==> src/hdl/lcp_pkg.sv <==
// Package for the line command parser: reply codes, character codes,
// and the reply word type shared by the parse stage and the top level.
// No dependencies.
package lcp_pkg;

  localparam int unsigned VALUE_W = 20;

  localparam logic [1:0] KIND_FREQ = 2'd0;
  localparam logic [1:0] KIND_AMP  = 2'd1;
  localparam logic [1:0] KIND_ERR  = 2'd2;

  localparam logic [VALUE_W-1:0] MAG_MAX  = 20'd999999;
  localparam logic [VALUE_W-1:0] AMP_MAX  = 20'd100;

  localparam logic [7:0] CH_CR    = 8'h0D;
  localparam logic [7:0] CH_LF    = 8'h0A;
  localparam logic [7:0] CH_F     = 8'h66;
  localparam logic [7:0] CH_A     = 8'h61;
  localparam logic [7:0] CH_SPACE = 8'h20;
  localparam logic [7:0] CH_TAB   = 8'h09;
  localparam logic [7:0] CH_VT    = 8'h0B;
  localparam logic [7:0] CH_FF    = 8'h0C;
  localparam logic [7:0] CH_PLUS  = 8'h2B;
  localparam logic [7:0] CH_MINUS = 8'h2D;
  localparam logic [7:0] CH_ZERO  = 8'h30;
  localparam logic [7:0] CH_NINE  = 8'h39;

  typedef struct packed {
    logic               valid;
    logic [1:0]         kind;
    logic [VALUE_W-1:0] value;
  } reply_t;

endpackage

==> src/hdl/lcp_line_fsm.sv <==
// Per-byte line parse stage: tracks line length, command letter, sign and
// the running decimal magnitude, and forms the reply when a line ends or overflows.
// Depends on lcp_pkg.
module lcp_line_fsm #(
  parameter int unsigned LINE_BUFFER_BYTES = 8
) (
  input  logic            clk,
  input  logic            rst_n,
  input  logic            step,
  input  logic [7:0]      rx_byte,
  output lcp_pkg::reply_t rsp
);
  import lcp_pkg::*;

  localparam int unsigned CNT_W = $clog2(LINE_BUFFER_BYTES);
  localparam logic [CNT_W-1:0] LINE_CAP = CNT_W'(LINE_BUFFER_BYTES - 1);

  localparam logic [1:0] PH_BLANK = 2'd0;
  localparam logic [1:0] PH_DIGIT = 2'd1;
  localparam logic [1:0] PH_DONE  = 2'd2;

  localparam logic [1:0] LN_FREQ  = 2'd0;
  localparam logic [1:0] LN_AMP   = 2'd1;
  localparam logic [1:0] LN_OTHER = 2'd2;

  logic [CNT_W-1:0]   count_r, count_nxt;
  logic [1:0]         phase_r, phase_nxt;
  logic [1:0]         line_r, line_nxt;
  logic               neg_r, neg_nxt;
  logic [VALUE_W-1:0] mag_r, mag_nxt;

  logic               is_term, is_blank, is_sign, is_digit;
  logic [23:0]        acc_sum;
  logic [VALUE_W-1:0] acc_sat;

  assign is_term  = (rx_byte == CH_CR) || (rx_byte == CH_LF);
  assign is_blank = (rx_byte == CH_SPACE) || (rx_byte == CH_TAB) ||
                    (rx_byte == CH_VT) || (rx_byte == CH_FF);
  assign is_sign  = (rx_byte == CH_PLUS) || (rx_byte == CH_MINUS);
  assign is_digit = (rx_byte >= CH_ZERO) && (rx_byte <= CH_NINE);

  assign acc_sum = {1'b0, mag_r, 3'b000} + {3'b000, mag_r, 1'b0}
                 + {20'd0, 4'(rx_byte - CH_ZERO)};
  assign acc_sat = (acc_sum > 24'(MAG_MAX)) ? MAG_MAX : acc_sum[VALUE_W-1:0];

  always_comb begin
    count_nxt = count_r;
    phase_nxt = phase_r;
    line_nxt  = line_r;
    neg_nxt   = neg_r;
    mag_nxt   = mag_r;
    rsp       = '{valid: 1'b0, kind: KIND_ERR, value: '0};
    if (step) begin
      if (is_term) begin
        count_nxt = '0;
        rsp.valid = 1'b1;
        if (count_r != '0) begin
          unique case (line_r)
            LN_FREQ: begin
              if (!neg_r && (mag_r != '0)) begin
                rsp.kind  = KIND_FREQ;
                rsp.value = mag_r;
              end
            end
            LN_AMP: begin
              if (mag_r == '0) begin
                rsp.kind = KIND_AMP;
              end else if (!neg_r && (mag_r <= AMP_MAX)) begin
                rsp.kind  = KIND_AMP;
                rsp.value = mag_r;
              end
            end
            default: begin
              rsp.kind = KIND_ERR;
            end
          endcase
        end
      end else if (count_r == LINE_CAP) begin
        count_nxt = '0;
        rsp.valid = 1'b1;
      end else begin
        count_nxt = count_r + 1'b1;
        if (count_r == '0) begin
          phase_nxt = PH_BLANK;
          neg_nxt   = 1'b0;
          mag_nxt   = '0;
          if (rx_byte == CH_F) begin
            line_nxt = LN_FREQ;
          end else if (rx_byte == CH_A) begin
            line_nxt = LN_AMP;
          end else begin
            line_nxt = LN_OTHER;
          end
        end else begin
          unique case (phase_r)
            PH_BLANK: begin
              if (is_digit) begin
                mag_nxt   = acc_sat;
                phase_nxt = PH_DIGIT;
              end else if (is_sign) begin
                neg_nxt   = (rx_byte == CH_MINUS);
                phase_nxt = PH_DIGIT;
              end else if (!is_blank) begin
                phase_nxt = PH_DONE;
              end
            end
            PH_DIGIT: begin
              if (is_digit) begin
                mag_nxt = acc_sat;
              end else begin
                phase_nxt = PH_DONE;
              end
            end
            default: begin
              phase_nxt = PH_DONE;
            end
          endcase
        end
      end
    end
  end

  always_ff @(posedge clk) begin
    if (!rst_n) begin
      count_r <= '0;
    end else begin
      count_r <= count_nxt;
    end
  end

  always_ff @(posedge clk) begin
    phase_r <= phase_nxt;
    line_r  <= line_nxt;
    neg_r   <= neg_nxt;
    mag_r   <= mag_nxt;
  end

endmodule

==> src/hdl/line_command_parser_core.sv <==
// Line command parser top level: input byte register, parse stage, reply
// register. A terminating or overflowing byte is accepted into the byte
// register, and its reply is loaded into the reply register when the output
// advances. Throughput: one byte per cycle; the input stalls only while a
// byte is held and the held reply is stalled at the output.
// Reset (rst_n low, synchronous) empties the line and drops held words.
// Depends on lcp_pkg and lcp_line_fsm.
module line_command_parser_core #(
  parameter int unsigned LINE_BUFFER_BYTES = 8
) (
  input  logic                        clk,
  input  logic                        rst_n,
  input  logic                        in_valid,
  output logic                        in_stall,
  input  logic [7:0]                  in_rx_byte,
  output logic                        out_valid,
  input  logic                        out_stall,
  output logic [1:0]                  out_reply_kind,
  output logic [lcp_pkg::VALUE_W-1:0] out_reply_value
);
  import lcp_pkg::*;

  logic               byte_valid_r, byte_valid_nxt;
  logic [7:0]         byte_r;
  logic               out_valid_r, out_valid_nxt;
  logic [1:0]         kind_r;
  logic [VALUE_W-1:0] value_r;
  logic               advance;
  reply_t             rsp;

  assign advance  = !out_valid_r || !out_stall;
  assign in_stall = byte_valid_r && !advance;

  lcp_line_fsm #(
    .LINE_BUFFER_BYTES(LINE_BUFFER_BYTES)
  ) u_line_fsm (
    .clk    (clk),
    .rst_n  (rst_n),
    .step   (byte_valid_r && advance),
    .rx_byte(byte_r),
    .rsp    (rsp)
  );

  always_comb begin
    byte_valid_nxt = byte_valid_r;
    out_valid_nxt  = out_valid_r;
    if (!in_stall) begin
      byte_valid_nxt = in_valid;
    end
    if (advance) begin
      out_valid_nxt  = rsp.valid;
    end
  end

  always_ff @(posedge clk) begin
    if (!rst_n) begin
      byte_valid_r <= 1'b0;
      out_valid_r  <= 1'b0;
    end else begin
      byte_valid_r <= byte_valid_nxt;
      out_valid_r  <= out_valid_nxt;
    end
  end

  always_ff @(posedge clk) begin
    if (!in_stall) begin
      byte_r <= in_rx_byte;
    end
    if (advance && rsp.valid) begin
      kind_r  <= rsp.kind;
      value_r <= rsp.value;
    end
  end

  assign out_valid       = out_valid_r;
  assign out_reply_kind  = kind_r;
  assign out_reply_value = value_r;

endmodule
==> config.mk <==
export PLATFORM = sky130hd
export DESIGN_NAME = line_command_parser_core
export DESIGN_NICKNAME = d
export VERILOG_FILES = /design/src/hdl/lcp_pkg.sv /design/src/hdl/lcp_line_fsm.sv /design/src/hdl/line_command_parser_core.sv
export SDC_FILE = /design/constraint.sdc
export NUM_CORES = 1
export LEC_CHECK = 0
export BUFFER_PORTS_ARGS = -buffer_cell sky130_fd_sc_hd__clkbuf_2
export CAP_MARGIN = 20
export CORE_AREA = 2 2 113 115
export CTS_CLUSTER_SIZE = 25
export DETAILED_ROUTE_END_ITERATION = 6
export DIE_AREA = 0 0 115 117
export GPL_ROUTABILITY_DRIVEN = 0
export SETUP_SLACK_MARGIN = 0.5
export SLEW_MARGIN = 25
export SYNTH_ARGS = -nofsm -noshare
export SYNTH_HDL_FRONTEND = slang
export SYNTH_SLANG_ARGS = --single-unit
==> constraint.sdc <==
create_clock -name clk -period 4.25 [get_ports clk]
set_input_delay 1.275 -clock clk [delete_from_list [all_inputs] [get_ports clk]]
set_output_delay 1.275 -clock clk [all_outputs]
set_load 0.005 [all_outputs]
==> summary.md, run 1 <==
| Metric | Value |
|---|---|
| Final HPWL DP | `roughly 7.0 mm` |
| Clk Latency, worst-skew pair | `between 0.3 and 0.4 ns` |
| Cts hold-fix bufs | `0` |
| Critical Path RT | `about 4.3 ns` |
| Layout cells sized above 1 | `23.9%` |
| Layout Nets | `491` |
| Slowest-stage cell, CP | `edfxtp_1` |
| Dpl cells | `565` |
| ANT nets after route | `0` |
| TritonCTS buffer count | `9` |
| Primary FF master, synth | `edfxtp_1` |
| Slew at the pin closest to its max-slew limit | `1.00 ns` |
| CORE AREA | `approximately 12000 sq um` |
| Most frequent cells in the layout | `edfxtp_1, ha_1, clkbuf_2` |
| Synth async-reset ratio | `0%` |
| CP max stage delay | `a little under 0.5 ns` |
| CP top delay family | `simple AND/OR/NAND/NOR gates` |
| CTS tree | `yes` |
| Crit-path cells | `ha_1 -> ha_1 -> and4_4 -> a41o_1 -> or3_4 -> o211ai_4 -> o221ai_2 -> nor4b_4 -> nor4b_4 -> buf_4 -> o31a_1` |
| Most common cell after layout, fill and taps aside | `edfxtp_1` |
| P_leak | `between 1.5 and 2 nW` |
| Drt wl/cell | `~15 um` |
| Yosys Warn Count | `0` |
| Rel. slew slack | `between 30% and 40%` |
| Root buf cell | `clkbuf_16` |
| DRT iter0 DRCs | `roughly 300` |
| Initial Util | `between 30% and 40%` |
| Crit path launch type | `flop` |
| Crit path arrival time | `3.75 ns` |
| Die area | `~13000 sq um` |
| H-tree levels | `3` |
| Seq/Total Area, Yosys | `42.0%` |
| Synthesized flop and latch total | `60` |
| CP Capture Type | `flop` |
| F_max | `272 MHz` |
| Pre-antenna DRT Iters | `4` |
| Antenna Cells | `0` |
| Post-Layout Cell Count | `just under 600` |
| Placement Rows | `between 40 and 50` |
| Initial antenna violation count | `0` |
| CP Buf/Inv Count | `1` |
| Max-slew violation count | `0` |
| Die span in y | `about 120 um` |
| Cell variety after synth | `slightly below 70` |
| Max-cap violation count | `0` |
| Final period utilization | `just under 90%` |
| Via count | `3210` |
| Residual DRC | `0` |
| P&R area growth vs syn | `18.7%` |
| Fin. Hold Viols | `0` |
| IO Count | `36` |
| Critical path peak fanout | `16` |
| Largest net degree at the start of global routing | `23` |
| Pwr Density | `approximately 360 nW/um^2` |
| Syn avg cell area | `10.8 sq um` |
| CTS max path bufs | `2` |
| Vias in the first global route | `about 3000` |
| Status | `complete, no violations` |
| Routed WL | `9.06 mm` |
| Vias per cell | `5.44` |
| Die X | `about 120 um` |
| Netlist Area Pre-Place | `around 4200 sq um` |
| Post-synth EDFFs | `55` |
| GRT overflow | `0` |
| Final Skew | `roughly 0.0050 ns` |
| Mapped Cells | `around 390` |
| Setup CP Type | `flop to flop` |
| Final setup fails | `0` |
| Post-Route Setup TNS | `0 ns` |
| Port Buffer Count | `35` |
| Worst vdd ir | `0.000196 V` |
| Clock Sinks | `60` |
| Reg clk slew, reported paths | `0.05 ns` |
| RSZ-0062 raised after global routing | `false` |
| Syn_nets | `442` |
| Tot GR Track Use | `13.7%` |
| First-pass GRT wire length | `approximately 15 mm` |
| Hold Path Class | `flop to flop` |
| Min cycle time layout | `3.67 ns` |
-- sequential cells by signal, summed over array words and instances (netlist names) --
name,cells
out_reply_value,20
out_reply_kind,2
byte_r,8
out_valid,1
u_line_fsm.line_r,2
u_line_fsm.mag_r,20
u_line_fsm.phase_r,2
byte_valid_r,1
u_line_fsm.count_r,3
u_line_fsm.neg_r,1
-- synth_stat cells (2+ instances only) --
cell type,number,area [sq um]
edfxtp_1,55,1650
ha_1,42,526
a21oi_1,32,160
and2_1,26,163
nor2_1,21,78.8
nand2_1,17,63.8
clkbuf_1,11,41.3
inv_1,11,41.3
o21ai_0,11,55.1
nand2b_1,9,56.3
nand3_1,9,45.0
xnor2_1,9,78.8
nor3_1,7,35.0
nor4_1,6,37.5
nor4_2,6,75.1
o21a_1,6,45.0
o21ai_1,6,30.0
o31a_1,6,52.6
a211oi_1,5,37.5
a21o_1,5,37.5
and3_1,5,31.3
dfxtp_1,5,100
xor2_1,5,43.8
nor3b_1,4,30.0
o211ai_1,4,30.0
buf_6,3,33.8
nand4_1,3,18.8
nor2b_1,3,18.8
or2_2,3,18.8
or3_1,3,18.8
a2111oi_0,2,17.5
a221o_1,2,20.0
a22oi_1,2,15.0
a31o_1,2,17.5
a31o_2,2,17.5
a41o_1,2,20.0
fa_1,2,40.0
nand3b_1,2,15.0
nor4b_4,2,47.6
o311ai_0,2,17.5
-- cells by family (layout without fill, tap and decap cells) --
family | Yosys count | count (layout) | share of synthesized area [%]
fa+ha+maj | 44 | 44 | 13.5
simple gates | 135 | 135 | 20.3
xor+xnor | 14 | 14 | 2.94
compound gates | 106 | 106 | 17.7
buf+inv | 25 | 79 | 2.79
mux | 2 | 2 | 0.779
flops | 60 | 60 | 42.0
-- per-stage QoR --
stage / hold WS, ns / instance area, sq um / util (%) / setup WS [ns] / power (W)
2_1_floorplan: 0.507 / 4170 / - / 0.800 / 0.000961
3_3_place_gp: 0.530 / 4530 / 36.8 / 0.460 / 0.00104
3_5_place_dp: 0.534 / 4530 / 36.8 / 0.313 / 0.00105
4_1_cts: 0.542 / 4850 / 39.4 / 0.503 / 0.00176
5_1_grt: 0.567 / 4950 / 40.2 / 0.464 / 0.00185
6_report: 0.536 / 4950 / 40.2 / 0.575 / 0.00177
-- layer usage --
| layer | vias up | share of wire, % | track usage, % |
|---|---|---|---|
| met5 | - | 0 | 0 |
| met4 | 0 | 1.3 | 4.66 |
| met3 | 8 | 3.5 | 2.37 |
| met2 | 77 | 47 | 21.7 |
| met1 | 1532 | 48 | 19.2 |
| li1 | 1593 | - | - |
-- area by class of cell --
cell class | count | area, sq um
clock buffers | 9 | 225
fillers | 1172 | 7360
inverters | 11 | 41.3
well taps | 150 | 188
multi-input cells | 301 | 2380
flip-flops and latches | 60 | 1750
clock inverters | 7 | 67.6
repair buffers | 52 | 303
-- power by group --
part	total (W)	leakage [nW]	internal (W)	switching [W]
Combinational	0.000385	1.21	0.000161	0.000223
Sequential	0.000685	0.547	0.000664	0.0000215
Clock	0.000697	0.139	0.000449	0.000248
-- worst min-delay path: stages, from the launching register on --
cell and delay, ns:
dfxtp_1 0.32, a21oi_1 0.12, nor2b_1 0.05
-- final timing paths --
kind	from	endpoint	slack (ns)	cells past startpoint
setup / recovery	u_line_fsm.mag_r[12]	u_line_fsm.mag_r[4]	0.58	11
hold / removal	u_line_fsm.count_r[1]	u_line_fsm.count_r[1]	0.54	2
setup reg to reg	u_line_fsm.mag_r[12]	u_line_fsm.mag_r[4]	0.58	11
hold reg to reg	u_line_fsm.count_r[1]	u_line_fsm.count_r[1]	0.54	2
-- repair_timing --
action | in CTS | in global routing
endpoints found under the setup margin | 12 | 20
setup buffers | 1 | 8
pin swaps | 1 | 7
gates resized for setup | 4 | 12
Note: power is estimated with default switching activity, not from simulation.
==> inputs of run 2 (changes only) <==
--- a/config.mk
+++ b/config.mk
@@ -8,6 +8,7 @@
 export BUFFER_PORTS_ARGS = -buffer_cell sky130_fd_sc_hd__clkbuf_2
 export CAP_MARGIN = 20
 export CORE_AREA = 2 2 113 115
+export CTS_BUF_LIST = sky130_fd_sc_hd__clkbuf_8
 export CTS_CLUSTER_SIZE = 25
 export DETAILED_ROUTE_END_ITERATION = 6
 export DIE_AREA = 0 0 115 117
==> constraint.sdc (replaced) <==
create_clock -name clk -period 3.55 [get_ports clk]
set_input_delay 1.065 -clock clk [delete_from_list [all_inputs] [get_ports clk]]
set_output_delay 1.065 -clock clk [all_outputs]
set_load 0.005 [all_outputs]
==> run 2 against run 1 <==
Effect of this change: clock-buffer cell count up 1; die area is the same; worst hold slack improved by 0.023 ns; critical path depth rose by 3; clock power decreased by 28%; sequential power increased by 19%; via count up 3.3%; flip-flop and latch count did not move.
==> summary.md, run 2 (synthesis results as in run 1) <==
| Metric | Value |
|---|---|
| Status | `complete, no violations` |
| Port Buffer Count | `35 (unchanged)` |
| GR Layer Usage met3 | `2.52% (+0.15 points)` |
| Final setup fails | `0 (unchanged)` |
| RR Endpoint | `u_line_fsm.mag_r[13]` |
| R2r setup slk | `0.16 ns (-0.42 ns)` |
| Area occupied by multi-input gates | `2640 sq um (+11%)` |
| Min cycle time layout | `3.39 ns (-0.281 ns)` |
| Clk Latency, worst-skew pair | `0.34 ns (about the same)` |
| F_max | `295 MHz (+8.3%)` |
| Final Skew | `0.00929 ns (+0.00432 ns)` |
| IO Count | `36 (unchanged)` |
| Most common cell after layout, fill and taps aside | `edfxtp_1` |
| CP startpoint | `u_line_fsm.mag_r[2]` |
| Residual DRC | `0 (unchanged)` |
| Hold path endpoint | `u_line_fsm.count_r[1]` |
| Placed inst area | `4760 sq um (+5.1%)` |
| Initial Util | `33.9% (unchanged)` |
| Final period utilization | `95.6% (+9.1 points)` |
| Die area | `13500 sq um (unchanged)` |
| Layout Nets | `525 (+6.9%)` |
| Worst vdd ir | `0.000165 V (-16%)` |
| Root buf cell | `clkbuf_8` |
| Final HPWL DP | `7.29 mm (+4.6%)` |
| Critical path peak fanout | `16 (unchanged)` |
| Slew at the pin closest to its max-slew limit | `0.707 ns (-0.295 ns)` |
| Die span in y | `117 um (unchanged)` |
| Pre-antenna DRT Iters | `4 (unchanged)` |
| RSZ-0062 raised after global routing | `true` |
| Routing usage on met2 | `23.6% (+1.8 points)` |
| Crit path launch type | `flop` |
| Fin. Hold Viols | `0 (unchanged)` |
| GRT overflow | `0 (unchanged)` |
| Routed WL | `9.65 mm (+6.5%)` |
| CTS tree | `yes` |
| Most Crowded Layer GR | `met2` |
| Tot GR Track Use | `14.7% (+0.96 points)` |
| Reg2Reg Depth | `14 (+3)` |
| Cts hold-fix bufs | `0 (unchanged)` |
| Crit path arrival time | `3.46 ns (-0.29 ns)` |
| Setup CP Type | `flop to flop` |
| CP Capture Type | `flop` |
| Largest net degree at the start of global routing | `23 (unchanged)` |
| Post-route cell area | `5370 sq um (+8.5%)` |
| Placement Rows | `41 (unchanged)` |
| Vias per cell | `5.31 (-2.3%)` |
| Max-cap violation count | `0 (unchanged)` |
| Worst r2r src | `u_line_fsm.mag_r[2]` |
| Clock Sinks | `60 (unchanged)` |
| Vias in the first global route | `3165 (+6.7%)` |
| Layout cells sized above 1 | `34.4% (+11 points)` |
| Post-Layout Cell Count | `624 (+5.8%)` |
| TritonCTS buffer count | `9 (unchanged)` |
| Met1 Use GR | `20.2% (+1.0 points)` |
| Rel. slew slack | `52.2% (+19 points)` |
| Fillers | `1133 (-3.3%)` |
| Dpl cells | `586 (+3.7%)` |
| Drt wl/cell | `15.5 um (+0.73%)` |
| Most frequent cells in the layout | `edfxtp_1, buf_4, clkbuf_2` |
| Critical Path RT | `3.62 ns (-0.70 ns)` |
| First-pass GRT wire length | `15.6 mm (+6.8%)` |
| Pwr Density | `357 nW/um^2 (+0.21%)` |
| Hold Path Class | `flop to flop` |
| P_leak | `2.06 nW (+8.9%)` |
| Via count | `3316 (+3.3%)` |
| Max-slew violation count | `0 (unchanged)` |
| P&R area growth vs syn | `28.7%` |
| CTS max path bufs | `2 (unchanged)` |
| Hold path depth | `2 (unchanged)` |
| H-tree levels | `3 (unchanged)` |
| Reg clk slew, reported paths | `0.06 ns (about the same)` |
| Initial antenna violation count | `0 (unchanged)` |
| CORE AREA | `12300 sq um (unchanged)` |
| FF+latch area | `1750 sq um (unchanged)` |
| Die X | `115 um (unchanged)` |
| ANT nets after route | `0 (unchanged)` |
| Antenna Cells | `0 (unchanged)` |
| DRT iter0 DRCs | `370 (+25%)` |
| Worst hold start | `u_line_fsm.count_r[1]` |
==> run 2: cell types whose count changed in the layout (fill, tap and decap cells not counted), moves of 6 or more <==
cell       change
a21oi_1        -6
buf_4         +27
clkbuf_16      -9
clkbuf_8      +10
ha_1           -9
ha_4          +10
==> run 2: repair_timing <==
item	in CTS	in global routing
endpoints found under the setup margin	20	20
cloned	1	0
pin swaps	18	3
buffers inserted	17	4
resized for setup	29	18
==> run 2: how the worst max path moves through the flow <==
stage | end | slack, ns | cells past startpoint
after detailed placement | u_line_fsm.mag_r[1] | -0.01 | 13
after global routing | u_line_fsm.mag_r[8] | 0.04 | 14
after global placement | u_line_fsm.mag_r[1] | -0.002 | 13
final | u_line_fsm.mag_r[13] | 0.16 | 14
after floorplan | u_line_fsm.mag_r[13] | 0.24 | 12
after CTS | u_line_fsm.mag_r[1] | 0.17 | 12
==> run 2: routing by layer <==
| layer | routed length (um) | up-vias |
|---|---|---|
| met5 | 0 | - |
| met4 | 132 | 0 |
| met3 | 374 | 7 |
| met2 | 4560 | 68 |
| met1 | 4580 | 1583 |
| li1 | - | 1658 |
==> run 2: cell type report <==
cell class              count  area share (%)
flip-flops and latches     60            32.6
well taps                 150            3.49
inverters                  11           0.768
multi-input cells         302            49.1
repair buffers             85            11.0
clock inverters             6           0.466
clock buffers              10            2.56
==> run 2: where the power goes <==
part | leakage, nW | switching [W] | total, W | internal [W]
sequential | 0.547 | 0.0000201 | 0.000813 | 0.000793
clock | 0.101 | 0.000246 | 0.000505 | 0.000259
combinational | 1.42 | 0.000325 | 0.000602 | 0.000277
==> run 2: through the flow <==
stage | setup TNS (ns) | total power (W) | hold WS (ns) | util (%) | setup slack (ns)
CTS | 0 | 0.00189 | 0.556 | 42.4 | 0.168
global route | 0 | 0.00202 | 0.583 | 43.6 | 0.0386
global placement | -0.00230 | 0.00130 | 0.526 | 38.7 | -0.00230
floorplan | 0 | 0.00117 | 0.507 | - | 0.243
detailed placement | -0.0116 | 0.00131 | 0.547 | 38.7 | -0.0116
finish | 0 | 0.00192 | 0.559 | 43.6 | 0.156
==> run 2: worst max-delay path, stage by stage, from the launching register on <==
cell and delay (ns):
edfxtp_1 0.36, inv_2 0.05, fa_1 0.59, inv_2 0.06
ha_4 0.22, a211oi_4 0.26, o21ai_4 0.12, buf_6 0.14
a311o_1 0.25, o221a_1 0.26, xor2_2 0.21, nand2b_4 0.08
nor4b_4 0.27, buf_12 0.20, nor4_1 0.06
